--- src/rtl/usage_count_lru_table_defines.svh ---
// assertion macros for the usage count lru table
// no dependencies; taken in by the rtl files that assert
`ifndef USAGE_COUNT_LRU_TABLE_DEFINES_SVH
`define USAGE_COUNT_LRU_TABLE_DEFINES_SVH

// same-cycle implication, disabled during reset
`define UCLT_ASSERT_IMP(label, clk, rst_n, ante, cons) \
	label: assert property (@(posedge clk) disable iff (!rst_n) (ante) |-> (cons)) \
		else $error("uclt assertion failed");

// next-cycle implication, disabled during reset
`define UCLT_ASSERT_NXT(label, clk, rst_n, ante, cons) \
	label: assert property (@(posedge clk) disable iff (!rst_n) (ante) |=> (cons)) \
		else $error("uclt assertion failed");

`endif

--- src/rtl/uclt_pkg.sv ---
// shared types and constants for the usage count lru table
// no dependencies
`default_nettype none

package uclt_pkg;

	// default table depth
	localparam int TABLE_ENTRIES_DEF = 32;

	// operation codes
	localparam logic [1:0] OP_QUERY  = 2'd0;
	localparam logic [1:0] OP_RECORD = 2'd1;
	localparam logic [1:0] OP_DECAY  = 2'd2;

	// arithmetic constants
	localparam int          AGE_STEP  = 20;
	localparam logic [15:0] COUNT_MAX = 16'hFFFF;
	localparam logic [21:0] PEN_BASE  = 22'd100;
	localparam logic [21:0] PEN_STEP  = 22'd40;

	// one table entry as stored in memory
	typedef struct packed {
		logic [31:0] phrase;
		logic [15:0] count;
		logic [31:0] stamp;
	} entry_t;

	// decay pipeline status toward the table controller
	typedef struct packed {
		logic wr_en;
		logic busy;
	} dec_stat_t;

endpackage

`default_nettype wire

--- src/rtl/uclt_decay.sv ---
// decay pipeline: ages one entry per cycle and produces its write-back
// depends on uclt_pkg
`default_nettype none

module uclt_decay #(
	parameter int IDX_W = 5
) (
	input  wire                  clk,
	input  wire                  arst_n,
	input  wire                  in_v,
	input  wire [IDX_W-1:0]      in_idx,
	input  wire uclt_pkg::entry_t in_ent,
	input  wire [31:0]           now,
	output uclt_pkg::dec_stat_t  stat,
	output logic [IDX_W-1:0]     wr_idx,
	output uclt_pkg::entry_t     wr_ent
);
	import uclt_pkg::*;

	// ages at or above this limit drop more than any count can hold
	localparam logic [31:0] AGE_LIMIT = 32'(AGE_STEP * 65536);
	// age / 20 = (age / 4) / 5, the latter via reciprocal 2^22 / 5 rounded up
	localparam int          Q_SHIFT   = 22;
	localparam logic [38:0] RECIP     = 39'(((1 << Q_SHIFT) + 4) / 5);

	logic             v_s2, v_s3;
	logic [IDX_W-1:0] idx_s2, idx_s3;
	entry_t           ent_s2, ent_s3;
	logic             big_s2, big_s3;
	logic [18:0]      x_s2;
	logic [15:0]      q_s3;

	logic [31:0] age;
	logic [38:0] prod;
	logic        drop_nz;

	// age with clamp at zero
	assign age  = (now > in_ent.stamp) ? (now - in_ent.stamp) : 32'd0;
	assign prod = 39'(x_s2) * RECIP;

	// stage valid bits
	always_ff @(posedge clk or negedge arst_n) begin
		if (!arst_n) begin
			v_s2 <= 1'b0;
			v_s3 <= 1'b0;
		end else begin
			v_s2 <= in_v;
			v_s3 <= v_s2;
		end
	end

	// stage 2: age range and quotient operand; stage 3: quotient
	always_ff @(posedge clk) begin
		idx_s2 <= in_idx;
		ent_s2 <= in_ent;
		big_s2 <= (age >= AGE_LIMIT);
		x_s2   <= age[20:2];
		idx_s3 <= idx_s2;
		ent_s3 <= ent_s2;
		big_s3 <= big_s2;
		q_s3   <= prod[37:22];
	end

	// write-back of an aged entry
	always_comb begin
		drop_nz      = big_s3 || (q_s3 != 16'd0);
		stat.wr_en   = v_s3 && (ent_s3.count != 16'd0) && drop_nz;
		stat.busy    = v_s2 || v_s3;
		wr_idx       = idx_s3;
		wr_ent       = ent_s3;
		wr_ent.stamp = now;
		if (big_s3 || (q_s3 > ent_s3.count))
			wr_ent.count = 16'd0;
		else
			wr_ent.count = ent_s3.count - q_s3;
	end

endmodule

`default_nettype wire

--- src/rtl/usage_count_lru_table.sv ---
// usage count lru table: every operation sweeps the entry memory, one read a cycle.
// each operation is taken in ST_IDLE, reads all TABLE_ENTRIES in ST_SCAN, waits in ST_DRAIN for
// the read stage and decay pipeline to empty, writes in ST_WRITE for a record, and answers in ST_DONE;
// the unused code skips the sweep and goes straight to ST_DONE.
// a new item is taken only in ST_IDLE, once the last result is registered; sweeps use the single read port.
// reset: valid bits per entry clear at once, unwritten entries read as zero;
`default_nettype none

`include "usage_count_lru_table_defines.svh"

module usage_count_lru_table #(
	parameter int TABLE_ENTRIES = uclt_pkg::TABLE_ENTRIES_DEF
) (
	input  wire         clk,
	input  wire         arst_n,
	input  wire         in_valid,
	output logic        in_ready,
	input  wire  [1:0]  operation,
	input  wire  [31:0] key_id,
	input  wire  [31:0] turn,
	output logic        out_valid,
	input  wire         out_ready,
	output logic [21:0] penalty_pct,
	output logic        hit
);
	import uclt_pkg::*;

	localparam int IDX_W = (TABLE_ENTRIES > 1) ? $clog2(TABLE_ENTRIES) : 1;
	localparam logic [IDX_W-1:0] LAST_IDX = IDX_W'(TABLE_ENTRIES - 1);

	typedef enum logic [4:0] {
		ST_IDLE  = 5'b00001,
		ST_SCAN  = 5'b00010,
		ST_DRAIN = 5'b00100,
		ST_WRITE = 5'b01000,
		ST_DONE  = 5'b10000
	} state_t;

	state_t           st_q;
	logic [1:0]       op_q;
	logic [31:0]      id_q, turn_q;
	logic [IDX_W-1:0] idx_q;

	// memory and read stage
	entry_t                   mem [TABLE_ENTRIES];
	logic [TABLE_ENTRIES-1:0] vld_q;
	logic                     rd_v_s1, rd_vld_s1;
	logic [IDX_W-1:0]         rd_idx_s1;
	entry_t                   rd_ent_s1, cur_ent;

	// scan trackers
	logic             mt_q, zf_q;
	logic [IDX_W-1:0] mt_idx_q, zf_idx_q, lru_idx_q;
	logic [15:0]      mt_cnt_q;
	logic [31:0]      lru_last_q;

	// output register
	logic        out_valid_q, hit_q;
	logic [21:0] pen_q;

	logic             in_fire, rd_en, rec_we, mem_we, done_go;
	logic [IDX_W-1:0] rec_idx, wr_addr, dec_wr_idx;
	entry_t           rec_ent, wr_ent, dec_wr_ent;
	dec_stat_t        dec_stat;
	logic [21:0]      pen_mul;

	assign in_ready    = (st_q == ST_IDLE);
	assign in_fire     = in_valid && in_ready;
	assign rd_en       = (st_q == ST_SCAN);
	assign done_go     = (st_q == ST_DONE) && (!out_valid_q || out_ready);
	assign out_valid   = out_valid_q;
	assign penalty_pct = pen_q;
	assign hit         = hit_q;
	assign cur_ent     = rd_vld_s1 ? rd_ent_s1 : '0;

	// sequencer
	always_ff @(posedge clk or negedge arst_n) begin
		if (!arst_n) begin
			st_q   <= ST_IDLE;
			op_q   <= OP_QUERY;
			idx_q  <= '0;
			id_q   <= 32'd0;
			turn_q <= 32'd0;
		end else begin
			case (st_q)
				ST_IDLE: begin
					if (in_fire) begin
						op_q   <= operation;
						id_q   <= key_id;
						turn_q <= turn;
						idx_q  <= '0;
						if (operation == OP_QUERY || operation == OP_RECORD ||
						    operation == OP_DECAY)
							st_q <= ST_SCAN;
						else
							st_q <= ST_DONE;
					end
				end
				ST_SCAN: begin
					if (idx_q == LAST_IDX)
						st_q <= ST_DRAIN;
					else
						idx_q <= idx_q + 1'b1;
				end
				ST_DRAIN: begin
					if (!rd_v_s1 && !dec_stat.busy)
						st_q <= (op_q == OP_RECORD) ? ST_WRITE : ST_DONE;
				end
				ST_WRITE: st_q <= ST_DONE;
				ST_DONE: begin
					if (done_go)
						st_q <= ST_IDLE;
				end
				default: st_q <= ST_IDLE;
			endcase
		end
	end

	// entry memory: one read and one write port, registered read
	always_ff @(posedge clk) begin
		if (mem_we)
			mem[wr_addr] <= wr_ent;
		rd_ent_s1 <= mem[idx_q];
		rd_vld_s1 <= vld_q[idx_q];
		rd_idx_s1 <= idx_q;
	end

	// per-entry valid bits and read stage valid
	always_ff @(posedge clk or negedge arst_n) begin
		if (!arst_n) begin
			vld_q   <= '0;
			rd_v_s1 <= 1'b0;
		end else begin
			rd_v_s1 <= rd_en;
			if (mem_we)
				vld_q[wr_addr] <= 1'b1;
		end
	end

	// match, free entry and lru tracking over the sweep
	always_ff @(posedge clk or negedge arst_n) begin
		if (!arst_n) begin
			mt_q <= 1'b0;
			zf_q <= 1'b0;
		end else if (in_fire) begin
			mt_q <= 1'b0;
			zf_q <= 1'b0;
		end else if (rd_v_s1 && op_q != OP_DECAY) begin
			if (!mt_q && cur_ent.phrase == id_q)
				mt_q <= 1'b1;
			if (!zf_q && cur_ent.count == 16'd0)
				zf_q <= 1'b1;
		end
	end

	always_ff @(posedge clk) begin
		if (rd_v_s1 && op_q != OP_DECAY) begin
			if (!mt_q && cur_ent.phrase == id_q) begin
				mt_idx_q <= rd_idx_s1;
				mt_cnt_q <= cur_ent.count;
			end
			if (!zf_q && cur_ent.count == 16'd0)
				zf_idx_q <= rd_idx_s1;
			if (rd_idx_s1 == '0 || cur_ent.stamp < lru_last_q) begin
				lru_idx_q  <= rd_idx_s1;
				lru_last_q <= cur_ent.stamp;
			end
		end
	end

	// decay pipeline fed from the read stage
	uclt_decay #(
		.IDX_W (IDX_W)
	) u_decay (
		.clk    (clk),
		.arst_n (arst_n),
		.in_v   (rd_v_s1 && op_q == OP_DECAY),
		.in_idx (rd_idx_s1),
		.in_ent (cur_ent),
		.now    (turn_q),
		.stat   (dec_stat),
		.wr_idx (dec_wr_idx),
		.wr_ent (dec_wr_ent)
	);

	// record write-back: matched entry, else first free, else lru; muxed with the decay write-back
	always_comb begin
		rec_we         = (st_q == ST_WRITE);
		rec_idx        = mt_q ? mt_idx_q : (zf_q ? zf_idx_q : lru_idx_q);
		rec_ent.phrase = id_q;
		rec_ent.stamp  = turn_q;
		if (!mt_q)
			rec_ent.count = 16'd1;
		else if (mt_cnt_q == COUNT_MAX)
			rec_ent.count = COUNT_MAX;
		else
			rec_ent.count = mt_cnt_q + 16'd1;
		mem_we  = rec_we || dec_stat.wr_en;
		wr_addr = rec_we ? rec_idx : dec_wr_idx;
		wr_ent  = rec_we ? rec_ent : dec_wr_ent;
	end

	// result register
	assign pen_mul = 22'(mt_cnt_q) * PEN_STEP;

	always_ff @(posedge clk or negedge arst_n) begin
		if (!arst_n) begin
			out_valid_q <= 1'b0;
		end else if (done_go) begin
			out_valid_q <= 1'b1;
		end else if (out_ready) begin
			out_valid_q <= 1'b0;
		end
	end

	always_ff @(posedge clk) begin
		if (done_go) begin
			if (op_q == OP_QUERY)
				pen_q <= mt_q ? (PEN_BASE + pen_mul) : PEN_BASE;
			else
				pen_q <= 22'd0;
			hit_q <= (op_q == OP_QUERY || op_q == OP_RECORD) ? mt_q : 1'b0;
		end
	end

	// checks
	`UCLT_ASSERT_IMP(a_no_rw_clash, clk, arst_n, dec_stat.wr_en && rd_en, dec_wr_idx != idx_q)
	`UCLT_ASSERT_IMP(a_decay_wr_op, clk, arst_n, dec_stat.wr_en, op_q == OP_DECAY)
	`UCLT_ASSERT_IMP(a_write_quiet, clk, arst_n, rec_we, !rd_v_s1 && !dec_stat.busy)
	`UCLT_ASSERT_NXT(a_accept_next, clk, arst_n, in_fire, st_q == ST_SCAN || st_q == ST_DONE)

endmodule

`default_nettype wire
--- config.mk ---
export PLATFORM = sky130hd
export DESIGN_NAME = usage_count_lru_table
export DESIGN_NICKNAME = d
export VERILOG_FILES = /design/src/rtl/uclt_pkg.sv /design/src/rtl/uclt_decay.sv /design/src/rtl/usage_count_lru_table.sv
export VERILOG_INCLUDE_DIRS = /design/src /design/src/rtl
export SDC_FILE = /design/constraint.sdc
export NUM_CORES = 2
export LEC_CHECK = 0
export BUFFER_PORTS_ARGS = -buffer_cell sky130_fd_sc_hd__buf_2
export CELL_PAD_IN_SITES_DETAIL_PLACEMENT = 0
export CELL_PAD_IN_SITES_GLOBAL_PLACEMENT = 1
export CORE_MARGIN = 2
export CORE_UTILIZATION = 40
export CTS_BUF_LIST = sky130_fd_sc_hd__clkbuf_8
export DETAILED_ROUTE_END_ITERATION = 10
export PLACE_DENSITY = 0.67
export SLEW_MARGIN = 20
export SYNTH_ARGS = -nofsm -noshare
export SYNTH_HDL_FRONTEND = slang
export SYNTH_SLANG_ARGS = --single-unit
--- constraint.sdc ---
create_clock -name clk -period 8.35 [get_ports clk]
set_clock_uncertainty 0.15 [all_clocks]
set_input_delay 0.835 -clock clk [delete_from_list [all_inputs] [get_ports clk]]
set_output_delay 0.835 -clock clk [all_outputs]
set_load 0.005 [all_outputs]
## Word level (Yosys, flattened, before mapping)

Memories as Yosys holds them, arrays and structs flattened. A register that Yosys moved wholly into a read port is not among the register bits.
Cells that the tools add are included.

- Flip-flop bits (word level): 349
- Bits in latches: 0
- Memory bits (writable): 2560
- Memory bits (read-only): 0
- Input port bits: 70
- Output and inout port bits: 25
- Word-level logic and storage cells: 144
- Memories kept: 1

- Add/subtract/negate cells: 5
- Multipliers: 2
- Div/mod/pow operators: 0
- $lt $le $gt $ge: 7
- Equal/unequal tests: 18
- Shift operators: 0
- Muxes and demuxes: 34
- Bitwise operators: 1
- Reductions and logical operators: 44

Memory list:

| name | depth | width | read ports | clocked after Yosys merged registers in | wr ports | RTL line | text |
|---|---|---|---|---|---|---|---|
| mem | 32 | 80 | 1 | 1 | 1 | usage_count_lru_table.sv:45 | `entry_t mem [TABLE_ENTRIES];` |

Operators by type and width:

| cell | count |
|---|---|
| 80-bit 2-to-1 mux | 2 |
| 5-bit 2-to-1 mux | 11 |
| 16-bit 2-to-1 mux | 3 |
| 19-bit by 20-bit multiplier with 38-bit output (second input constant) | 1 |
| 32-bit == test | 1 |
| 32-bit by 21-bit >= comparator with 1-bit output (second input constant) | 1 |
| 32-bit greater-than comparator | 1 |
| 32-bit < comparator | 1 |
| 32-bit 2-to-1 mux | 1 |
| 32-bit OR | 1 |
| 16-bit nonzero test | 2 |
| 32-bit subtractor | 1 |
| 5-bit case mux with 5 select lines | 1 |
| 7-bit by 22-bit adder with 22-bit output (first input constant) | 1 |
| 16-bit by 3-bit multiplier with 19-bit output (second input constant) | 1 |
| 16-bit by 1-bit adder with 16-bit output (second input constant) | 1 |
| 16-bit == test (second input constant) | 1 |
| 16-bit greater-than comparator | 1 |
| 16-bit logical NOT | 1 |
| 16-bit subtractor | 1 |
| 2-bit AND reduction | 7 |
| 5-bit by 6-bit < comparator with 1-bit output (second input constant) | 2 |
| 1-bit 2-to-1 mux | 12 |
| 5-bit == test (second input constant) | 2 |
| 22 further kinds | 54 |

## Longest topological paths before layout

- Word-level depth: 8
- Mapped depth: 22
- Gate-level depth less buffers: 22

## Cells and area by module

From an unflattened synthesis, not the netlist that was laid out.

- Cell total of the unflattened synthesis: 6085
- Area total of the unflattened synthesis: 121326.4 µm²

Modules (own cells, without submodules):

| module | instances | cells each | area each (µm²) | sequential area each (µm²) |
|---|---|---|---|---|
| usage_count_lru_table | 1 | 4886 | 109920.4 | 83921.7 |
| uclt_decay | 1 | 1199 | 11405.9 | 2912.8 |

## Worst setup path after synthesis

OpenSTA, ideal clock, no wires.

- Path type: register -> register
- Start: reg st_q[0]
- End: mem mem[20][0] (netlist name), enable pin
- Library setup time: 0.520 ns
- Arrival: 5.092 ns
- Data required time: 7.680 ns
- Slack: 2.588 ns
- Cell stages (with the launch flop): 8
- Buffers on the path: 1
- Clock period less this slack: 5.762 ns
- Path through: dfstp_2 nor2_1 nand3_1 clkbuf_1 nor2_1 a21o_1 or3_1 nor2_1

- Longest elaborated chain between the ends: 4
- Elaborated cells between the ends (all ways): 5
- Those cells by class: eq/ne: 1; mux: 3; reduce/logical: 1

RTL lines:

| element | RTL line | text |
|---|---|---|
| start: declaration | usage_count_lru_table.sv:39 | `state_t st_q;` |
| start signal: assignment | usage_count_lru_table.sv:107 | `st_q <= (op_q == OP_RECORD) ? ST_WRITE : ST_DONE;` |
| 5-bit by 4-bit == test with 1-bit output (*) | usage_count_lru_table.sv:188 | `rec_we = (st_q == ST_WRITE);` |
| 1-bit logical OR | usage_count_lru_table.sv:198 | `mem_we = rec_we \|\| dec_stat.wr_en;` |
| 1-bit 2-to-1 mux | usage_count_lru_table.sv:121 | `if (mem_we)` |
| 1-bit 2-to-1 mux (not written as such) | usage_count_lru_table.sv:122 | `mem[wr_addr] <= wr_ent;` |
| end: declaration | usage_count_lru_table.sv:45 |  |

Every way passes the cells marked *; elsewhere a longest branch is shown, timed or not.

## Worst setup path after layout

- Start: reg u_decay.x_s2[11]
- End: reg u_decay.q_s3[15]

- Longest elaborated chain between the ends: 1

RTL lines:

| element | RTL line | text |
|---|---|---|
| start: declaration | uclt_decay.sv:30 | `logic [18:0] x_s2;` |
| start signal: assignment | uclt_decay.sv:57 | `x_s2 <= age[20:2];` |
| 19-bit by 20-bit multiplier with 38-bit output | uclt_decay.sv:39 | `assign prod = 39'(x_s2) * RECIP;` |
| named net u_decay.prod[37] | uclt_decay.sv:34 | `logic [38:0] prod;` |
| end signal: assignment | uclt_decay.sv:61 | `q_s3 <= prod[37:22];` |
| end: declaration | uclt_decay.sv:31 | `logic [15:0] q_s3;` |

The timed path passes the listed nets, and every way through them passes these cells.
A chain may end at the register's enable or synchronous reset.

==> flow_summary.ini <==
[routing]
routed_wl_um = 308000
drc = 0
drt_iter0_drc = 7024
detail_route_met2_wl_um = 147000
vias_per_cell = 5.55
drt_pass1_iterations = 6
met1_wire_length_um = 129000
detailroute.via_count = 59798
route.antenna.remaining_nets = 0
detail_route.wl_per_cell_um = 28.6
routed-wl-met3_um = 24400
highest-signal-layer = met5

[cells_and_area]
fillers = 25220
drive_above_1_share_pct = 28.3
num-nets-final = 6822
footprint_of_the_flip_flops_and_latches_sq_um = 86900
area.growth.synth_to_final_pct = 13.6
multi_input_gate_area_in_the_final_layout_sq_um = 31400

[yosys]
synthTopCellsByCount = edfxtp_1, mux4_2, inv_1, ha_1, dfxtp_1
yosys_reg_bits = 2987
summed_instance_area_of_the_synthesized_netlist_sq_um = 120000
synth_top_area_share_pct = 66.1
synth.distinct_cells = 87
syn_inst = 5882
synth_seq_area_share_pct = 72.3
postSynth.topFlopCell = edfxtp_1
synth_area_leader_cell = edfxtp_1
yosys-top-cells-area = edfxtp_1, mux4_2, dfxtp_1, ha_1, dfrtp_1
synth_most_common_cell = edfxtp_1
number_of_enable_type_register_cells_in_the_synthesized_netlist = 2644
synthesis.yosys.warnings = 0
syn_avg_cell_area_sq_um = 20.4
postSynth.asyncResetShare_pct = 3.82

[run]
maxCapViolCount = 0

[setup_path]
worstSetupEndpointType = register
reg2reg_from = u_decay.x_s2[11]$_DFF_P_
cp-startpoint = u_decay.x_s2[11]$_DFF_P_
path_max_fanout = 4
critPathKind = register to register
cp.required_ns = 9.08
worstPathArrival_ns = 6.85
critical_path.startpoint_type = register

[clock_tree]
ctsRootBufferMaster = clkbuf_8
cts.sinks = 2987
ctsLongestPathBuffers = 4
cts_resized = 0
post-cts-setup-buffer-count = 0
clk_latency_ns = 1.08
tritoncts_clock_tree = built
cts_htree_levels = 5
cts-buffers-inserted = 471
cts.clk_slew.worst_paths_ns = 0.07

[floorplan]
initial_utilization_pct = 40.1
std_cell_rows = 201
die_area_sq_um = 305000
die_height_um = 552
num_io_pins = 95
dieWidth_um = 552
fp.coreArea_sq_um = 299000

[power_and_ir_drop]
vdd_ir_drop_max_v = 0.000911
leakage_nw = 48.4
power_density_nw_per_um2 = 392
power.total_mw = 53.5

[worst_hold_path]
hold_class = register to register
min-delay-start = u_decay.ent_s2[70]$_DFF_P_

[sta]
tightestPinTransition_ns = 1.08
hold_slack_ns = 0.159
timing.final.hold_violations = 0
maxSlewHeadroom_pct = 27.8
final_max_slew_viol_count = 0
rsz_0062_raised_after_global_routing = no
final_critical_path_share_of_the_clock_period_pct = 73.3
final_worst_path_period_need_ns = 6.12
fin_tns_setup_ns = 0
setup_viol = 0
clock.fmax_mhz = 163

[global_routing]
global_route.usage.total_pct = 20.1
grt_start_max_net_pins = 124
antenna_violations_before_repair = 16
global_route.overflow_total = 0
grt_first_pass_wirelength_um = 438000
first_global_vias = 61399

[placement]
place.gp.congestion = 0.803
numPortBuffers = 92
post-dp-hpwl_um = 157000

[status]
outcome = finished, final reports clean
==> power breakdown <==
part           switching, mW  total, mW  internal [mW]  leakage, nW
Sequential             0.828       19.3           18.4         29.5
Clock                   5.82       12.2           6.39         5.47
Combinational           12.3       22.0           9.70         13.5
==> metal layers <==
layer  vias up  GRT usage [%]
met5         -              0
met4         2           5.51
met3       478           3.60
met2      2498           32.3
met1     31977           28.3
li1      24843              -
==> logic make-up (layout without fill, tap and decap cells) <==
group	Yosys count	after routing	synth area share (%)
and+or+nand+nor	596	596	2.43
buffers and inverters	554	1487	1.75
AOI/OAI and AO/OA	317	317	1.77
DFF	2987	2987	72.3
adders and majority gates	347	347	4.25
muxes	961	961	16.6
xor gates and xnor gates	119	119	0.868
other	1	6	0.00312
==> registers in the layout, indices dropped and copies added (netlist names), 16 cells and up <==
| name | cells |
|---|---|
| rd_ent_s1 | 80 |
| u_decay.q_s3 | 16 |
| id_q | 32 |
| penalty_pct | 20 |
| mt_cnt_q | 16 |
| lru_last_q | 32 |
| u_decay.x_s2 | 19 |
| u_decay.ent_s3 | 16 |
| turn_q | 32 |
| u_decay.ent_s2 | 48 |
| mem | 2560 |
| vld_q | 32 |
| u_decay.wr_ent | 32 |
==> worst max-delay path, cell delays in order, from the launching register on <==
cell and delay (ns):
dfxtp_1 0.44, inv_1 0.07, ha_1 0.34, fa_1 0.57, inv_1 0.07, fa_1 0.48
inv_1 0.06, fa_1 0.51, inv_1 0.05, fa_1 0.48, inv_1 0.05, fa_1 0.49
inv_1 0.04, ha_1 0.18, a21oi_1 0.13, o21ai_0 0.09, a2111oi_1 0.82, a21o_1 0.22
a211o_1 0.18, nand3_1 0.14, a2111o_1 0.38, o211ai_1 0.09
==> what timing repair did <==
item | 4_1_cts | 5_1_grt
hold endpoints to repair | 107 | 0
endpoints found under the setup margin | 0 | 0
hold buffers | 68 | 0
==> placed cells by master (no fill, tap or decap), types with 8 or more instances in the layout <==
master | Yosys | layout
nand2_1 | 187 | 187
bufinv_16 | 0 | 15
a211oi_1 | 10 | 10
buf_4 | 2 | 92
and2_1 | 54 | 53
clkbuf_8 | 0 | 538
nor2_1 | 136 | 104
nor3_1 | 33 | 33
edfxtp_1 | 2644 | 2644
mux4_2 | 810 | 810
dlygate4sd3_1 | 0 | 68
a21o_1 | 56 | 50
and3_1 | 11 | 10
buf_2 | 7 | 91
dfxtp_1 | 229 | 228
ha_1 | 245 | 245
nor2b_1 | 10 | 10
o21ai_0 | 39 | 38
a31oi_1 | 11 | 11
nand2b_1 | 11 | 11
fa_1 | 102 | 102
a21oi_1 | 100 | 98
clkinv_2 | 0 | 54
inv_12 | 0 | 8
nor2_4 | 0 | 32
xnor2_1 | 89 | 89
o21a_1 | 11 | 11
xor2_1 | 30 | 30
buf_12 | 0 | 34
nor4_1 | 17 | 17
nand3_1 | 32 | 31
dfrtp_1 | 113 | 101
inv_1 | 317 | 491
o31ai_1 | 10 | 10
nand4_1 | 36 | 36
mux2_2 | 146 | 146
clkinv_1 | 0 | 77
or2_2 | 38 | 38
a31o_2 | 8 | 8
==> path summary, 6_finish.rpt <==
path,end,slack (ns),cells after the start
setup / recovery,u_decay.q_s3[15]$_DFF_P_,2.23,21
hold / removal,u_decay.wr_ent[70]$_DFF_P_,0.16,0
max in group asynchronous,id_q[18]$_DFFE_PN0P_,6.12,4
setup reg to reg,u_decay.q_s3[15]$_DFF_P_,2.23,21
min in group asynchronous,turn_q[6]$_DFFE_PN0P_,0.23,2
hold reg to reg,u_decay.wr_ent[70]$_DFF_P_,0.16,0
==> stage by stage <==
stage | util (%) | area, sq um | instances | setup slack, ns
floorplan | - | 120000 | 5883 | 2.59
global placement | 42.2 | 126000 | 9821 | 2.21
detailed placement | 42.2 | 126000 | 9821 | 2.26
CTS | 45.6 | 136000 | 10773 | 2.22
global route | 45.6 | 136000 | 10776 | 1.88
finish | 45.6 | 136000 | 10778 | 2.23
==> area by class of cell <==
type	instances	area share, %
clock buffer	538	5.43
inverter	317	0.872
multi-input combinational	2342	23.1
timing repair buffer	286	1.85
antenna	4	0.00734
sequential	2987	63.7
tap	3958	3.63
clock inverter	346	1.47
(Power assumes the default switching activity.)
